### src/hw/rtl/qsl_pkg.sv
// Shared sizes and widths for the quicksort batch sorter.
`default_nettype none

package qsl_pkg;

  localparam int CAPACITY   = 64;
  localparam int VALUE_BITS = 32;
  localparam int IDX_BITS   = (CAPACITY > 1) ? $clog2(CAPACITY) : 1;
  localparam int CNT_BITS   = $clog2(CAPACITY + 1);
  localparam int RANGE_BITS = 2 * IDX_BITS;

  typedef logic [VALUE_BITS-1:0] value_t;
  typedef logic [IDX_BITS-1:0]   idx_t;
  typedef logic [CNT_BITS-1:0]   cnt_t;

  typedef struct packed {
    idx_t lo;
    idx_t hi;
  } range_t;

endpackage

`default_nettype wire

### src/hw/rtl/qsl_if.sv
// Valid/ready channel interfaces for input items and sorted results.
`default_nettype none

interface qsl_item_if;
  import qsl_pkg::*;

  logic   valid;
  logic   ready;
  value_t value;
  logic   last;

  modport source (output valid, output value, output last, input ready);
  modport sink   (input valid, input value, input last, output ready);
endinterface

interface qsl_result_if;
  import qsl_pkg::*;

  logic   valid;
  logic   ready;
  value_t sorted_value;
  logic   end_of_batch;
  logic   overflowed;

  modport source (output valid, output sorted_value, output end_of_batch,
                  output overflowed, input ready);
  modport sink   (input valid, input sorted_value, input end_of_batch,
                  input overflowed, output ready);
endinterface

`default_nettype wire

### src/hw/rtl/qsl_ram.sv
// Generic simple dual-port RAM with registered read.
`default_nettype none

module qsl_ram #(
  parameter int WIDTH = 32,
  parameter int DEPTH = 64
) (
  input  wire logic                     clk,
  input  wire logic                     we,
  input  wire logic [$clog2(DEPTH)-1:0] waddr,
  input  wire logic [WIDTH-1:0]         wdata,
  input  wire logic                     re,
  input  wire logic [$clog2(DEPTH)-1:0] raddr,
  output logic      [WIDTH-1:0]         rdata
);

  logic [WIDTH-1:0] mem [DEPTH];

  always_ff @(posedge clk) begin
    if (we) begin
      mem[waddr] <= wdata;
    end
    // hold read data until the next read
    if (re) begin
      rdata <= mem[raddr];
    end
  end

endmodule

`default_nettype wire

### src/hw/rtl/quicksort_lomuto_engine.sv
// Batch sorter: loads one value per cycle, sorts with Lomuto quicksort, emits ascending.
// Sort time grows with each compare of the sort and each range popped from the stack;
// every swap goes through the one-read, one-write element RAM. A new batch is taken
// only once the last result of the previous one has been loaded for output.
// Reset (synchronous, active high) clears count, stack pointer, drop flag and the
// output valid; RAM contents are left as they are.
`default_nettype none

module quicksort_lomuto_engine (
  input wire logic    clk,
  input wire logic    rst,
  qsl_item_if.sink    item,
  qsl_result_if.source result
);
  import qsl_pkg::*;

  localparam logic [3:0] S_LOAD     = 4'd0;
  localparam logic [3:0] S_POP      = 4'd1;
  localparam logic [3:0] S_POP_WAIT = 4'd2;
  localparam logic [3:0] S_PIVOT    = 4'd3;
  localparam logic [3:0] S_SCAN_RD  = 4'd4;
  localparam logic [3:0] S_SCAN_CMP = 4'd5;
  localparam logic [3:0] S_SWAP_A   = 4'd6;
  localparam logic [3:0] S_SWAP_B   = 4'd7;
  localparam logic [3:0] S_FIN_A    = 4'd8;
  localparam logic [3:0] S_FIN_B    = 4'd9;
  localparam logic [3:0] S_PUSH_LO  = 4'd10;
  localparam logic [3:0] S_PUSH_HI  = 4'd11;
  localparam logic [3:0] S_EMIT_RD  = 4'd12;
  localparam logic [3:0] S_EMIT_LD  = 4'd13;

  localparam cnt_t CAP_CNT = CNT_BITS'(CAPACITY);
  localparam cnt_t ONE_CNT = CNT_BITS'(1);
  localparam cnt_t TWO_CNT = CNT_BITS'(2);

  logic [3:0] state, state_next;
  cnt_t       count, count_next;
  cnt_t       sp, sp_next;
  logic       dropped, dropped_next;
  idx_t       lo, lo_next;
  idx_t       hi, hi_next;
  idx_t       st, st_next;
  idx_t       j, j_next;
  idx_t       k, k_next;
  value_t     pivot, pivot_next;
  value_t     held, held_next;

  logic   out_valid, out_valid_next;
  value_t out_value, out_value_next;
  logic   out_end, out_end_next;
  logic   out_ovf, out_ovf_next;

  // element store ports
  logic   e_we, e_re;
  idx_t   e_waddr, e_raddr;
  value_t e_wdata, e_rdata;

  // range stack ports
  logic   s_we, s_re;
  idx_t   s_waddr, s_raddr;
  range_t s_wdata, s_rdata;
  logic [RANGE_BITS-1:0] s_rbits;

  logic   item_beat;
  logic   full;
  cnt_t   n_batch;
  logic   less;
  logic   out_free;
  cnt_t   st_ext, lo_ext, hi_ext, k_ext;

  assign item_beat = item.valid && item.ready;
  assign full      = (count >= CAP_CNT);
  assign n_batch   = full ? count : count + ONE_CNT;
  assign less      = $signed(e_rdata) < $signed(pivot);
  assign out_free  = !out_valid || result.ready;
  assign st_ext    = CNT_BITS'(st);
  assign lo_ext    = CNT_BITS'(lo);
  assign hi_ext    = CNT_BITS'(hi);
  assign k_ext     = CNT_BITS'(k);
  assign s_rdata   = range_t'(s_rbits);

  assign item.ready          = (state == S_LOAD);
  assign result.valid        = out_valid;
  assign result.sorted_value = out_value;
  assign result.end_of_batch = out_end;
  assign result.overflowed   = out_ovf;

  always_comb begin
    state_next     = state;
    count_next     = count;
    sp_next        = sp;
    dropped_next   = dropped;
    lo_next        = lo;
    hi_next        = hi;
    st_next        = st;
    j_next         = j;
    k_next         = k;
    pivot_next     = pivot;
    held_next      = held;
    out_valid_next = out_valid && !result.ready;
    out_value_next = out_value;
    out_end_next   = out_end;
    out_ovf_next   = out_ovf;

    e_we    = 1'b0;
    e_waddr = count[IDX_BITS-1:0];
    e_wdata = item.value;
    e_re    = 1'b0;
    e_raddr = j;
    s_we    = 1'b0;
    s_waddr = sp[IDX_BITS-1:0];
    s_wdata = '{lo: lo, hi: st - IDX_BITS'(1)};
    s_re    = 1'b0;
    s_raddr = sp[IDX_BITS-1:0] - IDX_BITS'(1);

    case (state)
      S_LOAD: begin
        if (item_beat) begin
          if (!full) begin
            e_we       = 1'b1;
            count_next = count + ONE_CNT;
          end else begin
            dropped_next = 1'b1;
          end
          if (item.last) begin
            count_next = n_batch;
            k_next     = '0;
            if (n_batch >= TWO_CNT) begin
              s_we       = 1'b1;
              s_waddr    = '0;
              s_wdata    = '{lo: '0, hi: IDX_BITS'(n_batch - ONE_CNT)};
              sp_next    = ONE_CNT;
              state_next = S_POP;
            end else begin
              state_next = S_EMIT_RD;
            end
          end
        end
      end
      S_POP: begin
        if (sp == '0) begin
          k_next     = '0;
          state_next = S_EMIT_RD;
        end else begin
          s_re       = 1'b1;
          sp_next    = sp - ONE_CNT;
          state_next = S_POP_WAIT;
        end
      end
      S_POP_WAIT: begin
        lo_next    = s_rdata.lo;
        hi_next    = s_rdata.hi;
        e_re       = 1'b1;
        e_raddr    = s_rdata.hi;
        state_next = S_PIVOT;
      end
      S_PIVOT: begin
        pivot_next = e_rdata;
        st_next    = lo;
        j_next     = lo;
        state_next = S_SCAN_RD;
      end
      S_SCAN_RD: begin
        e_re = 1'b1;
        if (j == hi) begin
          // scan done: fetch the slot the pivot goes to
          e_raddr    = st;
          state_next = S_FIN_A;
        end else begin
          e_raddr    = j;
          state_next = S_SCAN_CMP;
        end
      end
      S_SCAN_CMP: begin
        if (less && st != j) begin
          held_next  = e_rdata;
          e_re       = 1'b1;
          e_raddr    = st;
          state_next = S_SWAP_A;
        end else begin
          if (less) begin
            st_next = st + IDX_BITS'(1);
          end
          j_next     = j + IDX_BITS'(1);
          state_next = S_SCAN_RD;
        end
      end
      S_SWAP_A: begin
        e_we       = 1'b1;
        e_waddr    = st;
        e_wdata    = held;
        state_next = S_SWAP_B;
      end
      S_SWAP_B: begin
        e_we       = 1'b1;
        e_waddr    = j;
        e_wdata    = e_rdata;
        st_next    = st + IDX_BITS'(1);
        j_next     = j + IDX_BITS'(1);
        state_next = S_SCAN_RD;
      end
      S_FIN_A: begin
        e_we       = 1'b1;
        e_waddr    = hi;
        e_wdata    = e_rdata;
        state_next = S_FIN_B;
      end
      S_FIN_B: begin
        e_we       = 1'b1;
        e_waddr    = st;
        e_wdata    = pivot;
        state_next = S_PUSH_LO;
      end
      S_PUSH_LO: begin
        // left part [lo, p-1] when it holds two or more entries and the stack is not full
        if (st_ext > lo_ext + ONE_CNT && sp < CAP_CNT) begin
          s_we    = 1'b1;
          s_wdata = '{lo: lo, hi: st - IDX_BITS'(1)};
          sp_next = sp + ONE_CNT;
        end
        state_next = S_PUSH_HI;
      end
      S_PUSH_HI: begin
        if (st_ext + ONE_CNT < hi_ext && sp < CAP_CNT) begin
          s_we    = 1'b1;
          s_wdata = '{lo: st + IDX_BITS'(1), hi: hi};
          sp_next = sp + ONE_CNT;
        end
        state_next = S_POP;
      end
      S_EMIT_RD: begin
        e_re       = 1'b1;
        e_raddr    = k;
        state_next = S_EMIT_LD;
      end
      S_EMIT_LD: begin
        if (out_free) begin
          out_valid_next = 1'b1;
          out_value_next = e_rdata;
          out_end_next   = (k_ext + ONE_CNT == count);
          out_ovf_next   = dropped;
          if (k_ext + ONE_CNT == count) begin
            count_next   = '0;
            sp_next      = '0;
            dropped_next = 1'b0;
            state_next   = S_LOAD;
          end else begin
            k_next     = k + IDX_BITS'(1);
            state_next = S_EMIT_RD;
          end
        end
      end
      default: begin
        state_next = S_LOAD;
      end
    endcase
  end

  always_ff @(posedge clk) begin
    if (rst) begin
      state     <= S_LOAD;
      count     <= '0;
      sp        <= '0;
      dropped   <= 1'b0;
      out_valid <= 1'b0;
    end else begin
      state     <= state_next;
      count     <= count_next;
      sp        <= sp_next;
      dropped   <= dropped_next;
      out_valid <= out_valid_next;
    end
  end

  always_ff @(posedge clk) begin
    lo        <= lo_next;
    hi        <= hi_next;
    st        <= st_next;
    j         <= j_next;
    k         <= k_next;
    pivot     <= pivot_next;
    held      <= held_next;
    out_value <= out_value_next;
    out_end   <= out_end_next;
    out_ovf   <= out_ovf_next;
  end

  qsl_ram #(
    .WIDTH (VALUE_BITS),
    .DEPTH (CAPACITY)
  ) u_element_store (
    .clk   (clk),
    .we    (e_we),
    .waddr (e_waddr),
    .wdata (e_wdata),
    .re    (e_re),
    .raddr (e_raddr),
    .rdata (e_rdata)
  );

  qsl_ram #(
    .WIDTH (RANGE_BITS),
    .DEPTH (CAPACITY)
  ) u_range_stack (
    .clk   (clk),
    .we    (s_we),
    .waddr (s_waddr),
    .wdata (RANGE_BITS'(s_wdata)),
    .re    (s_re),
    .raddr (s_raddr),
    .rdata (s_rbits)
  );

endmodule

`default_nettype wire

### src/flat_wrapper.sv
// flat-port wrapper written by rule: the top's interface ports become plain ports
module quicksort_lomuto_engine_flat import qsl_pkg::*;
  (clk, rst, item_valid, item_value, item_last, item_ready, result_valid, result_sorted_value, result_end_of_batch, result_overflowed, result_ready);
  qsl_item_if item_i ();
  qsl_result_if result_i ();
  input wire logic clk;
  input wire logic rst;
  input wire logic [$bits(item_i.valid)-1:0] item_valid;
  input wire logic [$bits(item_i.value)-1:0] item_value;
  input wire logic [$bits(item_i.last)-1:0] item_last;
  output wire logic [$bits(item_i.ready)-1:0] item_ready;
  output wire logic [$bits(result_i.valid)-1:0] result_valid;
  output wire logic [$bits(result_i.sorted_value)-1:0] result_sorted_value;
  output wire logic [$bits(result_i.end_of_batch)-1:0] result_end_of_batch;
  output wire logic [$bits(result_i.overflowed)-1:0] result_overflowed;
  input wire logic [$bits(result_i.ready)-1:0] result_ready;
  assign item_i.valid = item_valid;
  assign item_i.value = item_value;
  assign item_i.last = item_last;
  assign item_ready = item_i.ready;
  assign result_valid = result_i.valid;
  assign result_sorted_value = result_i.sorted_value;
  assign result_end_of_batch = result_i.end_of_batch;
  assign result_overflowed = result_i.overflowed;
  assign result_i.ready = result_ready;
  quicksort_lomuto_engine u_core (.clk(clk), .rst(rst), .item(item_i), .result(result_i));
endmodule
### config.mk
export PLATFORM = sky130hd
export DESIGN_NAME = quicksort_lomuto_engine_flat
export DESIGN_NICKNAME = d
export VERILOG_FILES = /design/src/hw/rtl/qsl_pkg.sv /design/src/hw/rtl/qsl_if.sv /design/src/hw/rtl/qsl_ram.sv /design/src/hw/rtl/quicksort_lomuto_engine.sv /design/src/flat_wrapper.sv
export SDC_FILE = /design/constraint.sdc
export NUM_CORES = 2
export LEC_CHECK = 0
export BUFFER_PORTS_ARGS = -buffer_cell sky130_fd_sc_hd__clkbuf_2
export CAP_MARGIN = 20
export CORE_MARGIN = 8
export CORE_UTILIZATION = 62
export CTS_BUF_LIST = sky130_fd_sc_hd__clkbuf_2 sky130_fd_sc_hd__clkbuf_4 sky130_fd_sc_hd__clkbuf_8
export CTS_CLUSTER_DIAMETER = 200
export DETAILED_ROUTE_END_ITERATION = 6
export MAX_ROUTING_LAYER = met4
export PLACE_DENSITY = 0.8
export SLEW_MARGIN = 25
export SYNTH_ARGS = -nofsm -noshare
export SYNTH_HDL_FRONTEND = slang
export SYNTH_SLANG_ARGS = --single-unit
### constraint.sdc
create_clock -name clk -period 7.8 [get_ports clk]
set_clock_uncertainty 0.1 [all_clocks]
set_input_delay 0.39 -clock clk [delete_from_list [all_inputs] [get_ports clk]]
set_output_delay 0.39 -clock clk [all_outputs]
set_load 0.02 [all_outputs]
Yosys cells after proc, flatten, opt, wreduce, memory -nomap -nowiden --
Memories as Yosys holds them, arrays and structs flattened. A register that Yosys moved wholly into a read port is not among the register bits. Index checks and enable logic that the tools add are counted. W data, S select, Z words.
Storage, ports and cells: register bits after elaboration 148, logic and storage cells 162, memories 2, memory bits (writable) 2816, output and inout bits 36
Operators by class: order comparisons 6, eq/ne operators 29, add/subtract/negate cells 12, multiplexer cells 70, reductions and logical operators 28
Memories:
- u_core.u_element_store.mem | words 64, width 32, rd ports 1, clocked after Yosys merged registers in 1, write ports 1, RTL line qsl_ram.sv:17 | logic [WIDTH-1:0] mem [DEPTH];
- u_core.u_range_stack.mem | words 64, width 12, rd ports 1, clocked after Yosys merged registers in 1, write ports 1, RTL line qsl_ram.sv:17
Operators by type and width (number):
- $pmux W32 S3 | 1
- $mux W6 | 14
- $pmux W6 S3 | 4
- $mux W7 | 10
- $pmux W4 S13 | 1
- $mux W12 | 4
- $pmux W7 S5 | 1
- $lt A32 B32 Y1 | 1
- $mux W4 | 7
- $eq A4 B4 Y1 const B | 6
- $pmux W12 S2 | 1
- $pmux W6 S4 | 1
- $add A6 B1 Y7 const B | 3
- $mux W1 | 20
- $add A6 B1 Y6 const B | 3
- $sub A6 B1 Y6 const B | 3
- $eq A4 B3 Y1 const B | 4
- $add A7 B1 Y7 const B | 2
- $ne A2 B2 Y1 const B | 7
- $pmux W7 S2 | 1
- $ne A2 B1 Y1 const B | 6
- $reduce_and A9 Y1 | 1
- $eq A4 B2 Y1 const B | 2
- $eq A7 B7 Y1 | 1
- other kinds (28) | 41

Logic depth before layout (Yosys ltp) --
depth in word-level cells 9, gate-level depth with buffers 17, gate-level depth less buffers 14

Cells and area by module --
From an unflattened synthesis, not the netlist that was laid out.
Second synthesis, totals: cell total of the unflattened synthesis 5840, area total of the unflattened synthesis 118369.8 um^2
By module, submodules not included:
- qsl_ram at u_core.u_element_store | times used 1, sequential area each 62459.9 um^2, cells each 3572, area an instance 79206.0 um^2
- qsl_ram at u_core.u_range_stack | times used 1, sequential area each 23422.5 um^2, cells each 1339, area an instance 29971.2 um^2
- quicksort_lomuto_engine | times used 1, sequential area each 4244.1 um^2, cells each 929, area an instance 9192.6 um^2

Worst setup path before layout --
OpenSTA, ideal clock, no wires.
path kind flip-flop to flip-flop, from register u_core.st[1], to memory u_core.u_range_stack.mem[0][9] (netlist name), data pin, cell stages (with the launch flop) 14, data arrival time 5.461 ns, data required time 6.998 ns, setup slack 1.537 ns, cell sequence edfxtp_1 clkbuf_1 inv_1 ha_1 ha_1 a21o_1 a21oi_1 nor2b_1 o21ai_0 nand2b_1 a2111oi_2 nand2_1 clkbuf_1 o21ai_0
RTL lines:
- start, declared | RTL line quicksort_lomuto_engine.sv:42 | idx_t st, st_next;
- start signal, assigned | RTL line quicksort_lomuto_engine.sv:278 | st <= st_next;
- end, declared | RTL line qsl_ram.sv:17

Worst setup path in the final report --
from register u_core.u_element_store.rdata[15], read port of u_core.u_element_store.mem, to register u_core.u_element_store.rdata[3], read port of u_core.u_element_store.mem, data pin
On the way: longest elaborated chain between the ends 4
RTL lines:
- start, declared | RTL line qsl_ram.sv:14 | output logic [WIDTH-1:0] rdata
- $lt A32 B32 Y1 (*) | RTL line quicksort_lomuto_engine.sv:74 | assign less = $signed(e_rdata) < $signed(pivot);
- $logic_and A1 B1 Y1 (*) | RTL line quicksort_lomuto_engine.sv:175 | if (less && st != j) begin
- $mux W6 or $mux W1 (tied branches) | RTL line quicksort_lomuto_engine.sv:175
- $pmux W6 S4 or $pmux W1 S2 (tied branches) | RTL line quicksort_lomuto_engine.sv:116 | case (state)
Every way passes the cells marked *; elsewhere a longest branch is shown, timed or not. A chain may end at the register's enable or synchronous reset.

==> out/qor.yml <==
run_status: "finished, violations left"
violations: "DRC"
cp.required_ns: 8.57
ys_ff_latch: 3008
grt_pass1_wl_mm: 457.9
dp_slack_ns: 1.240
cts_buffers: 456
fin_crit_ns: 6.965
routed_via_density: 6.963
endpoint_kind: "register"
avgSynthCellArea_um2: 17.86
rsz0062_at_grt: "false"
ys_types: 82
cts.sinks: 3008
hold_class: "in -> reg"
setup-tns-final_ns: 0
syn2layout_area_growth_pct: 11.75
worst_slack_ns: 0.8354
post_synth_fa_ha_maj_area_fraction_pct: 0.6171
placed_area_um2: 123700
synthMuxAreaShare_pct: 10.52
synthXorXnorAreaFrac_pct: 0.4128
drc: 7
wl_mm: 324.4
crit_type: "reg -> reg"
netlist_instances: 6651
reg2reg_from: "u_core.u_element_store.rdata[15]$_DFFE_PP_"
grt_usage_pct: 31.53
hold_viol: 0
route.antenna.remaining_nets: 0
ios: 73
postLayoutCoreUtil_pct: 69.74
fmax_mhz: 143.6
synth_ff_type: "edfxtp_1"
root_buffer: "clkbuf_8"
grt-ovfl-total: 0
final_cell_area_um2: 132800
cp-start-kind: "register"
place_hpwl_mm: 190.8
firstDrtPassIters: 7
die_x_um: 453.7
min_from: "item_value[19]"
drt_iter0_drc: 12588
cp_max_fo: 36
die_height_um: 453.7
synth_compound_area_share_pct: 5.747
core_um2: 190400
drive_gt1_share_pct: 22.97
cts.clk_slew.worst_paths_ns: 0.07
grt_pass1_vias: 66725
yosys.area_share.simple_pct: 5.102
ys_seq_area_share_pct: 75.86
async_reset_ff_share_pct: 0
cp-startpoint: "u_core.u_element_store.rdata[15]$_DFFE_PP_"
synth-edff-count: 2988
slew_headroom_pct: 14.44
slew_viol_final: 0
power.density_nw_per_um2: 394.2
synth_top_family_by_area: "multiplexers"
finalNetCount: 7103
avgRoutedWirePerCell_um: 32.77
start_util_pct: 62.40
die_area_um2: 205900
ys_warn_count: 0
cts_tree: "built"
final_cells: 9902
clock_latency_ns: 1.14
vias: 68948
antenna_found_initial: 35
worstMarginPinSlew_ns: 1.277
fin_crit_sh_pct: 89.29
cellLeakagePower_nw: 42.31
cp.arrival_ns: 7.73
fp-row-count: 160
dpl.cell_count: 9042
clk_path_buf_depth: 4
gp_congestion: 0.9696
setup_violations: 0
grt_max_degree: 155
syn_area_um2: 118800
syn_nets: 6746
io_buffers: 72
max-vdd-ir-drop_mv: 0.4227
cap_violations: 0
htreeDepth: 5
[kinds of logic after synthesis]
logic type,Yosys count
buf+inv,466
xor+xnor,56
simple gates,1409
fa+ha+maj,58
mux,623
compound gates,1031
flops,3008
[Yosys cell counts (23+ instances only)]
cell type	number	share of area (%)
xor2_1	23	0.17
buf_2	122	0.51
mux4_2	500	9.5
buf_1	46	0.15
nand3_1	105	0.44
inv_1	56	0.18
mux2i_1	117	0.99
and4_1	33	0.24
nand2_1	787	2.5
a32oi_1	33	0.24
xnor2_1	33	0.24
a311oi_1	34	0.25
o21ai_0	69	0.29
nor2_1	295	0.93
a31oi_1	76	0.40
nor3_1	46	0.19
clkbuf_1	204	0.64
a211oi_1	64	0.40
ha_1	57	0.60
buf_4	33	0.21
a22oi_1	59	0.37
and2_1	65	0.34
edfxtp_1	2988	76
a21oi_1	425	1.8
a221oi_1	194	1.4
[power breakdown]
part / internal (W) / leakage, nW / total, W / switching (W)
logic: 0.00603 / 10.7 / 0.0191 / 0.0131
clock network: 0.00655 / 4.56 / 0.0125 / 0.00597
registers: 0.0203 / 27.0 / 0.0207 / 0.000460
total: 0.0328 / 42.3 / 0.0523 / 0.0195
[stage by stage]
stage	hold WS (ns)	total power, W
after floorplan	0.3003	0.03221
after global placement	0.3048	0.03885
after detailed placement	0.3062	0.03948
after CTS	0.02269	0.05176
after global routing	0.05363	0.05361
final	0.08079	0.05233
[worst max-delay path, stage by stage, from the launching register on]
cell and delay [ns]:
edfxtp_1 0.62, ha_1 0.41, nand2_1 0.11, nor4_1 0.38
o311ai_0 0.29, a2111o_1 0.47, and4b_2 0.61, o21ai_1 0.29
a21boi_0 0.20, o22ai_1 0.72, or2_2 0.75, buf_4 0.35
nor3_1 0.11, a31oi_1 0.69, and4_1 0.58
[flip-flops by register name, summed over array words and instances (netlist names), 7 cells and up]
register / flops
u_core.u_element_store.mem: 2048
u_core.u_range_stack.mem: 768
u_core.held: 32
u_core.pivot: 32
u_core.result.sorted_value: 32
u_core.u_element_store.rdata: 32
u_core.u_range_stack.rdata: 12
u_core.count: 7
u_core.sp: 7
[routing by layer]
layer,GRT usage (%),routed length (um)
met1,39.09,105600
met2,47.60,152900
met3,7.541,41690
met4,19.46,24240
met5,-,0
[timing repair]
action                                  in CTS  in global routing
hold buffers                                14                  1
endpoints found under the setup margin       0                  0
buffers inserted                             0                  0
endpoints found under the hold margin      170                 13
gates resized for setup                      0                  0
[worst paths after layout]
check / end / slack, ns / cells past startpoint
max: u_core.u_element_store.rdata[3]$_DFFE_PP_ / 0.84 / 14
min: u_core.u_element_store.mem[38][19]$_DFFE_PP_ / 0.08 / 4
min reg2reg: u_core.lo[3]$_DFFE_PP_ / 0.32 / 0
max reg2reg: u_core.u_element_store.rdata[3]$_DFFE_PP_ / 0.84 / 14
[layout make-up]
cell class              count  area [um2]
well taps                2511        3142
diodes                     37       92.59
inverters                  56       210.2
fillers                 10837       57620
clock inverters           200        1199
repair buffers            309        2736
clock buffers             604        7412
flip-flops and latches   3008       90130
multi-input cells        3177       27840
[cell usage in the layout, fill, tap and decap left out, types with 46 or more instances in the layout]
cell type,n
nor2_2,46
nand3_1,105
nor2_1,183
mux4_2,500
buf_4,182
edfxtp_1,2988
clkbuf_8,460
a31oi_1,71
ha_1,56
nor3_1,46
a21oi_1,406
a211oi_1,52
clkbuf_4,144
a22oi_1,59
and2_1,64
nand2_1,773
o21ai_0,63
a221oi_1,194
clkinv_2,50
mux2i_1,117
inv_1,56
nor2_4,67
clkinv_1,123
clkbuf_2,72
Note: power is estimated with default switching activity, not from simulation.
